### config.mk
export PLATFORM = sky130hd
export DESIGN_NAME = motor_speed_regulator_top
export DESIGN_NICKNAME = d
export VERILOG_FILES = /design/src/msr_pkg.sv /design/src/msr_ctrl.sv /design/src/msr_datapath.sv /design/src/motor_speed_regulator_top.sv
export SDC_FILE = /design/constraint.sdc
export NUM_CORES = 2
export LEC_CHECK = 0
export ABC_CLOCK_PERIOD_IN_PS = 9500
export BUFFER_PORTS_ARGS = -buffer_cell sky130_fd_sc_hd__buf_2
export CAP_MARGIN = 20
export CORE_MARGIN = 2
export CORE_UTILIZATION = 50
export CTS_BUF_LIST = sky130_fd_sc_hd__clkbuf_4
export CTS_CLUSTER_DIAMETER = 150
export CTS_CLUSTER_SIZE = 20
export DETAILED_ROUTE_END_ITERATION = 7
export GPL_TIMING_DRIVEN = 0
export PLACE_DENSITY_LB_ADDON = 0.15
export SYNTH_ARGS = -nofsm -noshare
export SYNTH_HDL_FRONTEND = slang
export SYNTH_SLANG_ARGS = --single-unit
### constraint.sdc
create_clock -name clk -period 9.5 [get_ports clk]
set_input_delay 0.95 -clock clk [delete_from_list [all_inputs] [get_ports clk]]
set_output_delay 0.95 -clock clk [all_outputs]
set_load 0.05 [all_outputs]
### src/msr_pkg.sv
package msr_pkg;

	// Fixed field widths
	localparam int PPR_W    = 16;
	localparam int RATE_W   = 20;
	localparam int GAIN_W   = 16;
	localparam int TARGET_W = 16;
	localparam int TICK_W   = 32;
	localparam int TOTAL_W  = 32;
	localparam int DUTY_W   = 8;
	localparam int CFG_W    = 20;
	localparam int CFG_IDX_W = 2;

	// count * 60 grows by this many bits
	localparam int MUL60_W = 6;

	localparam int DUTY_MAX    = 255;
	localparam int SEC_PER_MIN = 60;

	// Register indexes
	localparam logic [CFG_IDX_W-1:0] REG_PPR  = 2'd0;
	localparam logic [CFG_IDX_W-1:0] REG_RATE = 2'd1;
	localparam logic [CFG_IDX_W-1:0] REG_KP   = 2'd2;
	localparam logic [CFG_IDX_W-1:0] REG_KFF  = 2'd3;

	// Register reset values
	localparam logic [PPR_W-1:0]         PPR_RST  = 16'd1;
	localparam logic [RATE_W-1:0]        RATE_RST = 20'd1000;
	localparam logic signed [GAIN_W-1:0] KP_RST   = 16'sd256;
	localparam logic signed [GAIN_W-1:0] KFF_RST  = 16'sd0;

	typedef enum logic [3:0] {
		ST_IDLE,
		ST_PROD1,
		ST_PROD2,
		ST_DIV,
		ST_SAT,
		ST_ERR,
		ST_MULP,
		ST_APPLY,
		ST_OUT
	} msr_state_t;

	typedef struct packed {
		logic accept;
		logic prod1;
		logic prod2;
		logic div_step;
		logic sat;
		logic err;
		logic mulp;
		logic apply;
		logic load_out;
		logic sampled;
	} msr_cmd_t;

endpackage

### src/msr_ctrl.sv
module msr_ctrl
	import msr_pkg::*;
#(
	parameter int COUNT_WIDTH = 16
) (
	input  logic     clk,
	input  logic     arst_n,
	input  logic     in_valid,
	input  logic     sample,
	input  logic     command,
	input  logic     out_stall,
	output logic     in_stall,
	output logic     out_valid,
	output msr_cmd_t cmd
);

	localparam int NUM_W = COUNT_WIDTH + MUL60_W + RATE_W;
	localparam int CNT_W = $clog2(NUM_W);

	msr_state_t state_q, state_d;
	logic sample_q, command_q;
	logic [CNT_W-1:0] iter_q;
	logic out_valid_q;
	logic accept, out_free;

	assign accept   = in_valid && (state_q == ST_IDLE);
	assign out_free = !out_valid_q || !out_stall;
	assign in_stall  = (state_q != ST_IDLE);
	assign out_valid = out_valid_q;

	always_comb begin
		state_d = state_q;
		case (state_q)
			ST_IDLE: begin
				if (in_valid) begin
					if (sample)
						state_d = ST_PROD1;
					else if (command)
						state_d = ST_ERR;
					else
						state_d = ST_OUT;
				end
			end
			ST_PROD1: state_d = ST_PROD2;
			ST_PROD2: state_d = ST_DIV;
			ST_DIV: begin
				if (iter_q == '0)
					state_d = ST_SAT;
			end
			ST_SAT:   state_d = command_q ? ST_ERR : ST_OUT;
			ST_ERR:   state_d = ST_MULP;
			ST_MULP:  state_d = ST_APPLY;
			ST_APPLY: state_d = ST_OUT;
			ST_OUT: begin
				if (out_free)
					state_d = ST_IDLE;
			end
			default:  state_d = ST_IDLE;
		endcase
	end

	always_comb begin
		cmd          = '0;
		cmd.sampled  = sample_q;
		case (state_q)
			ST_IDLE:  cmd.accept   = in_valid;
			ST_PROD1: cmd.prod1    = 1'b1;
			ST_PROD2: cmd.prod2    = 1'b1;
			ST_DIV:   cmd.div_step = 1'b1;
			ST_SAT:   cmd.sat      = 1'b1;
			ST_ERR:   cmd.err      = 1'b1;
			ST_MULP:  cmd.mulp     = 1'b1;
			ST_APPLY: cmd.apply    = 1'b1;
			ST_OUT:   cmd.load_out = out_free;
			default:  cmd          = '0;
		endcase
	end

	always_ff @(posedge clk or negedge arst_n) begin
		if (!arst_n) begin
			state_q     <= ST_IDLE;
			sample_q    <= 1'b0;
			command_q   <= 1'b0;
			iter_q      <= '0;
			out_valid_q <= 1'b0;
		end else begin
			state_q <= state_d;
			if (accept) begin
				sample_q  <= sample;
				command_q <= command;
			end
			// one quotient bit per cycle, MSB first
			if (state_q == ST_PROD2)
				iter_q <= CNT_W'(NUM_W - 1);
			else if (state_q == ST_DIV)
				iter_q <= iter_q - 1'b1;
			if (cmd.load_out)
				out_valid_q <= 1'b1;
			else if (!out_stall)
				out_valid_q <= 1'b0;
		end
	end

endmodule

### src/msr_datapath.sv
module msr_datapath
	import msr_pkg::*;
#(
	parameter int COUNT_WIDTH    = 16,
	parameter int SPEED_WIDTH    = 16,
	parameter int GAIN_FRAC_BITS = 8
) (
	input  logic                          clk,
	input  logic                          arst_n,
	input  msr_cmd_t                      cmd,
	input  logic                          cfg_we,
	input  logic [CFG_IDX_W-1:0]          cfg_index,
	input  logic [CFG_W-1:0]              cfg_data,
	input  logic                          pulse,
	input  logic signed [TARGET_W-1:0]    setpoint,
	output logic                          drive_a,
	output logic                          drive_b,
	output logic [DUTY_W-1:0]             duty,
	output logic signed [SPEED_WIDTH-1:0] measured_speed,
	output logic [TOTAL_W-1:0]            pulse_total,
	output logic                          speed_updated
);

	localparam int C60_W = COUNT_WIDTH + MUL60_W;
	localparam int NUM_W = C60_W + RATE_W;
	localparam int DEN_W = TICK_W + PPR_W;
	localparam int EW    = ((SPEED_WIDTH > TARGET_W) ? SPEED_WIDTH : TARGET_W) + 1;
	localparam int PROD_W = GAIN_W + EW;
	localparam int FF_W   = GAIN_W + TARGET_W;
	localparam int SUM_W  = PROD_W + 1;

	localparam logic [NUM_W-1:0] POS_MAX = NUM_W'((64'd1 << (SPEED_WIDTH - 1)) - 64'd1);
	localparam logic [NUM_W-1:0] NEG_MAX = NUM_W'(64'd1 << (SPEED_WIDTH - 1));
	localparam logic signed [SUM_W-1:0] DUTY_LIM = SUM_W'(DUTY_MAX);
	localparam logic [COUNT_WIDTH-1:0] COUNT_MAX = '1;
	localparam logic [TICK_W-1:0]      TICK_MAX  = '1;

	// configuration
	logic [PPR_W-1:0]         ppr_q;
	logic [RATE_W-1:0]        rate_q;
	logic signed [GAIN_W-1:0] kp_q, kff_q;

	// block state
	logic [COUNT_WIDTH-1:0]        count_q;
	logic [TICK_W-1:0]             ticks_q;
	logic signed [SPEED_WIDTH-1:0] speed_q;
	logic [TOTAL_W-1:0]            total_q;
	logic                          dir_rev_q;
	logic                          line_a_q, line_b_q;
	logic [DUTY_W-1:0]             duty_q;
	logic signed [TARGET_W-1:0]    target_q;

	// working registers
	logic [C60_W-1:0]          c60_q;
	logic [DEN_W-1:0]          den_q;
	logic [NUM_W-1:0]          num_q;
	logic [DEN_W-1:0]          rem_q;
	logic signed [EW-1:0]      err_q;
	logic signed [FF_W-1:0]    ff_q;
	logic signed [PROD_W-1:0]  prod_q;

	logic [PPR_W-1:0]         ppr_eff;
	logic [DEN_W:0]           trial;
	logic                     q_bit;
	logic [NUM_W-1:0]         mag_lim;
	logic [SPEED_WIDTH-1:0]   mag_sw;
	logic signed [SUM_W-1:0]  sum, pwm, pwm_mag;

	assign ppr_eff = (ppr_q == '0) ? PPR_W'(1) : ppr_q;

	assign trial = {rem_q, num_q[NUM_W-1]};
	assign q_bit = (trial >= {1'b0, den_q});

	always_comb begin
		if (dir_rev_q)
			mag_lim = (num_q > NEG_MAX) ? NEG_MAX : num_q;
		else
			mag_lim = (num_q > POS_MAX) ? POS_MAX : num_q;
		mag_sw = mag_lim[SPEED_WIDTH-1:0];
	end

	always_comb begin
		sum     = SUM_W'(prod_q) + SUM_W'(ff_q);
		pwm     = sum >>> GAIN_FRAC_BITS;
		pwm_mag = (pwm < 0) ? -pwm : pwm;
	end

	always_ff @(posedge clk or negedge arst_n) begin
		if (!arst_n) begin
			ppr_q     <= PPR_RST;
			rate_q    <= RATE_RST;
			kp_q      <= KP_RST;
			kff_q     <= KFF_RST;
			count_q   <= '0;
			ticks_q   <= '0;
			speed_q   <= '0;
			total_q   <= '0;
			dir_rev_q <= 1'b0;
			line_a_q  <= 1'b0;
			line_b_q  <= 1'b0;
			duty_q    <= '0;
		end else begin
			if (cfg_we) begin
				case (cfg_index)
					REG_PPR:  ppr_q  <= cfg_data[PPR_W-1:0];
					REG_RATE: rate_q <= cfg_data[RATE_W-1:0];
					REG_KP:   kp_q   <= cfg_data[GAIN_W-1:0];
					REG_KFF:  kff_q  <= cfg_data[GAIN_W-1:0];
					default:  ;
				endcase
			end
			if (cmd.accept) begin
				if (pulse && count_q != COUNT_MAX)
					count_q <= count_q + 1'b1;
				if (ticks_q != TICK_MAX)
					ticks_q <= ticks_q + 1'b1;
			end
			if (cmd.sat) begin
				speed_q <= dir_rev_q ? -mag_sw : mag_sw;
				total_q <= total_q + TOTAL_W'(count_q);
				count_q <= '0;
				ticks_q <= '0;
			end
			if (cmd.apply) begin
				if (pwm == '0) begin
					// brake; direction is kept
					line_a_q <= 1'b0;
					line_b_q <= 1'b0;
					duty_q   <= '0;
				end else begin
					line_a_q  <= (pwm > 0);
					line_b_q  <= (pwm < 0);
					dir_rev_q <= (pwm < 0);
					duty_q    <= (pwm_mag > DUTY_LIM) ? DUTY_W'(DUTY_MAX)
						: pwm_mag[DUTY_W-1:0];
				end
			end
		end
	end

	always_ff @(posedge clk) begin
		if (cmd.accept)
			target_q <= setpoint;
		if (cmd.prod1) begin
			// x60 as x64 - x4
			c60_q <= (C60_W'(count_q) << 6) - (C60_W'(count_q) << 2);
			den_q <= DEN_W'(ticks_q * ppr_eff);
		end
		if (cmd.prod2) begin
			num_q <= NUM_W'(c60_q * rate_q);
			rem_q <= '0;
		end
		if (cmd.div_step) begin
			rem_q <= q_bit ? DEN_W'(trial - {1'b0, den_q}) : trial[DEN_W-1:0];
			num_q <= {num_q[NUM_W-2:0], q_bit};
		end
		if (cmd.err) begin
			err_q <= EW'(target_q) - EW'(speed_q);
			ff_q  <= kff_q * target_q;
		end
		if (cmd.mulp)
			prod_q <= kp_q * err_q;
		if (cmd.load_out) begin
			drive_a        <= line_a_q;
			drive_b        <= line_b_q;
			duty           <= duty_q;
			measured_speed <= speed_q;
			pulse_total    <= total_q;
			speed_updated  <= cmd.sampled;
		end
	end

endmodule

### src/motor_speed_regulator_top.sv
// channel  | valid     | stall     | payload
// ---------+-----------+-----------+---------------------------------------------
// in       | in_valid  | in_stall  | pulse, sample, command, setpoint
// out      | out_valid | out_stall | drive_a, drive_b, duty, measured_speed,
//          |           |           | pulse_total, speed_updated
// cfg      | cfg_we    | -         | cfg_index, cfg_data
//
// One item at a time. A tick with a sample runs through the bit-serial
// restoring divider, one quotient bit per cycle; a command adds the error,
// multiply and apply steps, and a plain tick goes straight to the output.
// Reset is asynchronous, active low, and returns the configuration and block
// state registers to their defaults. A finished result waits in the output
// register; the next item is taken meanwhile and completes once it frees up.
module motor_speed_regulator_top
	import msr_pkg::*;
#(
	parameter int COUNT_WIDTH    = 16,
	parameter int SPEED_WIDTH    = 16,
	parameter int GAIN_FRAC_BITS = 8
) (
	input  logic                          clk,
	input  logic                          arst_n,
	input  logic                          cfg_we,
	input  logic [CFG_IDX_W-1:0]          cfg_index,
	input  logic [CFG_W-1:0]              cfg_data,
	input  logic                          in_valid,
	output logic                          in_stall,
	input  logic                          pulse,
	input  logic                          sample,
	input  logic                          command,
	input  logic signed [TARGET_W-1:0]    setpoint,
	output logic                          out_valid,
	input  logic                          out_stall,
	output logic                          drive_a,
	output logic                          drive_b,
	output logic [DUTY_W-1:0]             duty,
	output logic signed [SPEED_WIDTH-1:0] measured_speed,
	output logic [TOTAL_W-1:0]            pulse_total,
	output logic                          speed_updated
);

	msr_cmd_t cmd;

	msr_ctrl #(
		.COUNT_WIDTH(COUNT_WIDTH)
	) u_ctrl (
		.clk      (clk),
		.arst_n   (arst_n),
		.in_valid (in_valid),
		.sample   (sample),
		.command  (command),
		.out_stall(out_stall),
		.in_stall (in_stall),
		.out_valid(out_valid),
		.cmd      (cmd)
	);

	msr_datapath #(
		.COUNT_WIDTH   (COUNT_WIDTH),
		.SPEED_WIDTH   (SPEED_WIDTH),
		.GAIN_FRAC_BITS(GAIN_FRAC_BITS)
	) u_datapath (
		.clk           (clk),
		.arst_n        (arst_n),
		.cmd           (cmd),
		.cfg_we        (cfg_we),
		.cfg_index     (cfg_index),
		.cfg_data      (cfg_data),
		.pulse         (pulse),
		.setpoint      (setpoint),
		.drive_a       (drive_a),
		.drive_b       (drive_b),
		.duty          (duty),
		.measured_speed(measured_speed),
		.pulse_total   (pulse_total),
		.speed_updated (speed_updated)
	);

	a_busy_after_accept: assert property (@(posedge clk) disable iff (!arst_n)
		in_valid && !in_stall |=> in_stall)
		else $error("block took an item but did not go busy");

	a_lines_exclusive: assert property (@(posedge clk) disable iff (!arst_n)
		out_valid |-> !(drive_a && drive_b))
		else $error("both direction lines high");

	a_brake_zero_duty: assert property (@(posedge clk) disable iff (!arst_n)
		out_valid && !drive_a && !drive_b |-> duty == '0)
		else $error("nonzero duty while braking");

endmodule
-- Word level (Yosys, flattened, before mapping)
Index checks and enable logic that the tools add are counted.
- output and inout port bits: 61
- register bits after elaboration: 505
- word-level logic and storage cells: 135
- input port bits: 46
- $mul: 4
- $add $sub $neg: 10
- reductions and logical operators: 25
- muxes and demuxes: 41
- $lt $le $gt $ge: 6
- equality and inequality tests: 17
- bitwise gates (word level): 1
- operators by type and width (cell ; count):
    $mux 48 ; 3
    $mux 16 ; 8
    $mux 32 ; 3
    $mux 42 ; 2
    $ge 49x48->1 ; 1
    $mul 32x16->48 ; 1
    $sub 48x48->48 ; 1
    $gt 42x15->1 const B ; 1
    $gt 42x16->1 const B ; 1
    $mul 22x20->42 ; 1
    $pmux 4 s9 ; 1
    $add 33x32->34 ; 1
    $gt 34x9->1 const B ; 1
    $logic_not 34->1 ; 1
    $mux 34 ; 1
    $neg 26->34 ; 1
    $mul 16x17->33 ; 1
    $add 32x1->32 const B ; 1
    $add 32x16->32 ; 1
    $mul 16x16->32 ; 1
    $ne 32x32->1 const B ; 1
    $gt 26x1->1 const B ; 1
    $lt 26x1->1 const B ; 1
    $mux 4 ; 6
    other kinds (30) ; 63

-- Depth between registers and ports, before layout
- depth after elaboration: 6
- mapped depth: 29
- mapped depth without buffers: 28

-- By module
From an unflattened synthesis, not the netlist that was laid out.
- cell total of the unflattened synthesis: 7886
- area total of the unflattened synthesis: 74940.6 um^2
- modules (own cells, without submodules) (module ; area each (um^2) ; sequential area each (um^2) ; times used ; cells each):
    msr_datapath ; 74147.4 ; 13848.3 ; 1 ; 7795
    msr_ctrl ; 793.3 ; 325.3 ; 1 ; 91

-- Worst setup path before layout
OpenSTA, ideal clock, no wires.
- path type: flip-flop to flip-flop
- start point: reg u_datapath.rate_q[3]
- end point: reg u_datapath.num_q[39] (data pin)
- arrival time: 7.530 ns
- setup slack: 1.705 ns
- required time: 9.235 ns
- period minus slack after synthesis: 7.795 ns
- cell stages (with the launch flop): 28
- library setup time: 0.265 ns
- path buffers: 1
- cell sequence: dfstp_2 clkbuf_1 nand2_1 fa_1 fa_1 inv_1 fa_1 inv_1 fa_1 inv_1 ha_1 inv_1 fa_1 inv_1 fa_1 ha_1 a21o_1 a21o_1 a221oi_1 o21ai_0 a221oi_1 o41ai_1 a21o_1 a41o_1 o41ai_1 o21bai_1 and4_1 or3_1
- cells in the longest elaborated chain, start to end: 3
- RTL lines (item ; RTL line ; source):
    start, declared ; msr_datapath.sv:40 ; logic [RATE_W-1:0] rate_q;
    start signal, assigned ; msr_datapath.sv:106 ; REG_RATE: rate_q <= cfg_data[RATE_W-1:0];
    $mul 22x20->42 ; msr_datapath.sv:150 ; num_q <= NUM_W'(c60_q * rate_q);
    $mux 42 ; msr_datapath.sv:149 ; if (cmd.prod2) begin
    $mux 42 ; msr_datapath.sv:153 ; if (cmd.div_step) begin
    end signal, assigned ; msr_datapath.sv:150 ;
    end signal, assigned ; msr_datapath.sv:155 ; num_q <= {num_q[NUM_W-2:0], q_bit};
    end, declared ; msr_datapath.sv:56 ; logic [NUM_W-1:0] num_q;
No other way between the ends. The select of a mux whose other input is x is not followed.
A chain may end at the register's enable or synchronous reset.

-- Worst setup path in the final report
- start point: reg u_datapath.ticks_q[5]
- end point: reg u_datapath.den_q[45] (data pin)
- cells in the longest elaborated chain, start to end: 1
- RTL lines (item ; RTL line ; source):
    start, declared ; msr_datapath.sv:45 ; logic [TICK_W-1:0] ticks_q;
    start signal, assigned ; msr_datapath.sv:116 ; ticks_q <= ticks_q + 1'b1;
    $mul 32x16->48 ; msr_datapath.sv:147 ; den_q <= DEN_W'(ticks_q * ppr_eff);
    end signal, assigned ; msr_datapath.sv:147 ;
    end, declared ; msr_datapath.sv:55 ; logic [DEN_W-1:0] den_q;
No other way between the ends.

==> metrics.md <==
| Metric | Value |
|---|---|
| Status | finished, final reports clean |
| Reg-to-Reg End | u_datapath.den_q[45] |
| Hold/Removal Path Class | in -> reg |
| Startpoint Class | register |
| Initial DRC Count | 3821 |
| CTS Root Cell | clkbuf_4 |
| Gate count after technology mapping | 7850 |
| Core ar. | 0.148 mm2 |
| # setup viols final | 0 |
| Number of unique standard cell types used by synthesis | 78 |
| Post-synth top area share | 0.343 |
| Synth Net Count | 9742 |
| Syn_area_per_cell | 9.51 um2 |
| DR WL/cell | 21.2 um |
| Synth top area cells | fa_1 34%, edfxtp_1 13%, ha_1 9.5% |
| Detailed-route via count | 54800 |
| Total CTS buffers | 31 |
| Total grt overflow | 0 |
| Final Max Tran Viols | 0 |
| Syn. warnings | 0 |
| Max-cap viol count | 0 |
| DRC viols | 0 |
| Final period util | 0.961 |
| Total Wirelength | 211000 um |
| Die area | 0.152 mm2 |
| Layout area overhead | 5.22% |
| Clk_lat worst skew | 1.08 ns |
| Minimum clock period after layout | 9.13 ns |
| Clock transition at path regs | 0.22 ns |
| Initial Utilization | 0.504 |
| Critical Path End Type | register |
| Gpl congestion | 0.940 |
| Number of global-route vias before repair | 57400 |
| Die X | 390 um |
| Crit path to | u_datapath.den_q[45] |
| Critical Path AT | 9.89 ns |
| Synthesized flop and latch total | 503 |
| Worst slew pin tran | 1.24 ns |
| Largest net degree at the start of global routing | 113 |
| Crit path from | u_datapath.ticks_q[5] |
| R2R Path Start | u_datapath.ticks_q[5] |
| IO Count | 107 |
| Layout cell share with drive strength beyond 1 | 0.0388 |
| Pre-antenna DRT Iters | 7 |
| Final Skew | 0.132 ns |
| Mapped Area | 0.0746 mm2 |
| Max Fanout on Critical Path | 10 |
| Rows | 141 |
| Top FF cell, synth | edfxtp_1 |
| Initial antenna violation count | 18 |
| Fill count | 13700 |
| Worst Path Required | 10.26 ns |
| Deepest clock path buffer count | 3 |
| EDFF count, synth | 315 |
| Largest area contributor in the netlist | fa_1 |
| I/O Buffers | 106 |
| Global-route wire length before repair | 334000 um |
| Post-detail-place hpwl | 174000 um |
| Routed vias/inst | 5.49 |
| Max transition margin | 0.166 |
| RSZ-0062 raised after global routing | false |
| Routed Antenna Nets | 0 |
| Final Hold Fails | 0 |
| Clock sink count | 503 |
| Cells on worst reg2reg path | 26 |
| Reg2Reg Setup Slack | 0.37 ns |
| Fin nets | 9905 |
| Sum Neg Setup Slack | 0 ns |
| Die height | 390 um |
| TritonCTS clock tree | yes |
| Asr flop ratio synth | 0.374 |
| Htree depth | 1 |
| Sequential fraction of the synthesis area | 0.190 |
| Critical path class | reg -> reg |
| Max Fclk | 110 MHz |
| Total Routing Usage GR | 0.287 |
## sequential cells by signal (all words and copies together), names as in the netlist, 8 cells and up
register and count:
u_datapath.count_q 16, u_datapath.prod_q 33, u_datapath.den_q 48, u_datapath.speed_q 16, u_datapath.ff_q 32, u_datapath.measured_speed 16
u_datapath.pulse_total 32, u_datapath.total_q 32, u_datapath.num_q 42, u_datapath.kp_q 16, u_datapath.err_q 17, u_datapath.ppr_q 16
u_datapath.rem_q 48, u_datapath.ticks_q 32, u_datapath.c60_q 20, u_datapath.target_q 16, u_datapath.duty_q 8, u_datapath.duty 8
u_datapath.rate_q 20, u_datapath.kff_q 16
## layout by cell type (no fill, tap or decap), types with 30 or more instances in the layout
cell | netlist | routed
inv_1 | 1503 | 1502
nor2b_1 | 45 | 44
a21oi_1 | 251 | 250
a21o_1 | 117 | 117
nor3_1 | 59 | 57
clkbuf_1 | 333 | 317
nand2_1 | 1077 | 1077
nand3_1 | 79 | 79
o211ai_1 | 30 | 30
o21bai_1 | 50 | 50
and3_1 | 42 | 42
nand2b_1 | 68 | 68
o21a_1 | 34 | 34
mux2_2 | 71 | 71
clkbuf_4 | 0 | 50
fa_1 | 1279 | 1279
mux2i_1 | 38 | 38
nand4_1 | 31 | 31
xnor2_1 | 200 | 200
and2_1 | 577 | 577
nor2_1 | 287 | 286
buf_2 | 3 | 108
xor2_1 | 116 | 116
dfrtp_1 | 180 | 180
edfxtp_1 | 315 | 315
ha_1 | 567 | 567
o21ai_0 | 182 | 182
## cell type report
type	instances	area, um2	area share
flip-flops and latches	503	14200	0.181
plain buffers	339	1300	0.0165
repair buffers	130	931	0.0119
inverters	1503	5640	0.0719
well taps	1930	2410	0.0308
clock inverters	8	81.3	0.00104
clock buffers	50	375	0.00478
multi-input cells	5505	53600	0.682
diodes	10	25.0	0.000319
## worst min-delay path by stage
| stage | slack [ns] | startpoint | to | cells after the start |
|---|---|---|---|---|
| floorplan | 0.42 | u_datapath.duty_q[0] | u_datapath.duty[0] | 0 |
| global placement | 0.44 | u_datapath.speed_q[12] | u_datapath.measured_speed[12] | 0 |
| detailed placement | 0.43 | u_datapath.speed_q[12] | u_datapath.measured_speed[12] | 0 |
| CTS | 0.0006 | setpoint[9] | u_datapath.target_q[9] | 1 |
| global route | 0.03 | setpoint[9] | u_datapath.target_q[9] | 1 |
| finish | 0.10 | setpoint[2] | u_datapath.target_q[2] | 1 |
## worst max-delay path, cell delays in order (launching register included)
cell	delay (ns)
dfrtp_1	0.39
clkbuf_1	0.44
clkbuf_1	0.73
nand2_1	0.15
fa_1	0.53
inv_1	0.06
fa_1	0.53
fa_1	0.57
fa_1	0.45
fa_1	0.49
inv_1	0.05
fa_1	0.47
inv_1	0.04
ha_1	0.37
nand3_1	0.12
nor2_1	0.34
and3_1	0.22
a21boi_0	0.19
a2111o_1	0.23
nand2_1	0.12
o21ai_0	0.49
a21oi_1	0.23
o21ai_0	0.49
a21oi_1	0.18
o21ai_0	0.54
a311oi_1	0.22
xnor2_1	0.17
## per-layer routing
layer	part of all wire	up-vias	wire length, um	GRT usage
li1	-	24800	-	-
met1	0.44	27900	92300	0.410
met2	0.45	1828	94100	0.445
met3	0.085	301	17900	0.0569
met4	0.031	14	6590	0.0797
met5	0.00039	-	83	0
## per-stage QoR
stage,util,area [um2],hold slack [ns],setup WS [ns],std cells
2_1_floorplan,-,74600,0.420,1.70,7850
3_3_place_gp,0.524,77600,0.440,0.303,9886
3_5_place_dp,0.526,77900,0.430,0.288,9901
4_1_cts,0.530,78400,0.000630,0.239,9967
5_1_grt,0.530,78500,0.0277,0.00833,9972
6_report,0.530,78500,0.104,0.372,9978
## logic make-up after synthesis
family,Yosys count,share of synthesized area
AOI/OAI and AO/OA,875,0.0754
muxes,109,0.0158
buffers and inverters,1842,0.0927
adders and majority gates,1846,0.438
DFF,503,0.190
and+or+nand+nor,2359,0.151
xor gates and xnor gates,316,0.0371
## cell usage after synthesis, types with 45 or more instances
library cell and instances:
nand3_1 79, xnor2_1 200, a21o_1 117, a21oi_1 251, nor2b_1 45, nor3_1 59
and2_1 577, o21ai_0 182, edfxtp_1 315, mux2_2 71, nand2b_1 68, nand2_1 1077
inv_1 1503, dfrtp_1 180, clkbuf_1 333, ha_1 567, o21bai_1 50, nor2_1 287
fa_1 1279, xor2_1 116
## timing repair
| action | CTS | global route |
|---|---|---|
| setup endpoints to repair | 0 | 6 |
| hold buffers | 8 | 0 |
| resized for setup | 0 | 38 |
| endpoints found under the hold margin | 83 | 0 |
| setup buffers | 0 | 0 |
Power is left out: the tool's default activity adds up to more than one toggle a clock period on the data nets, which glitch-free logic cannot reach.
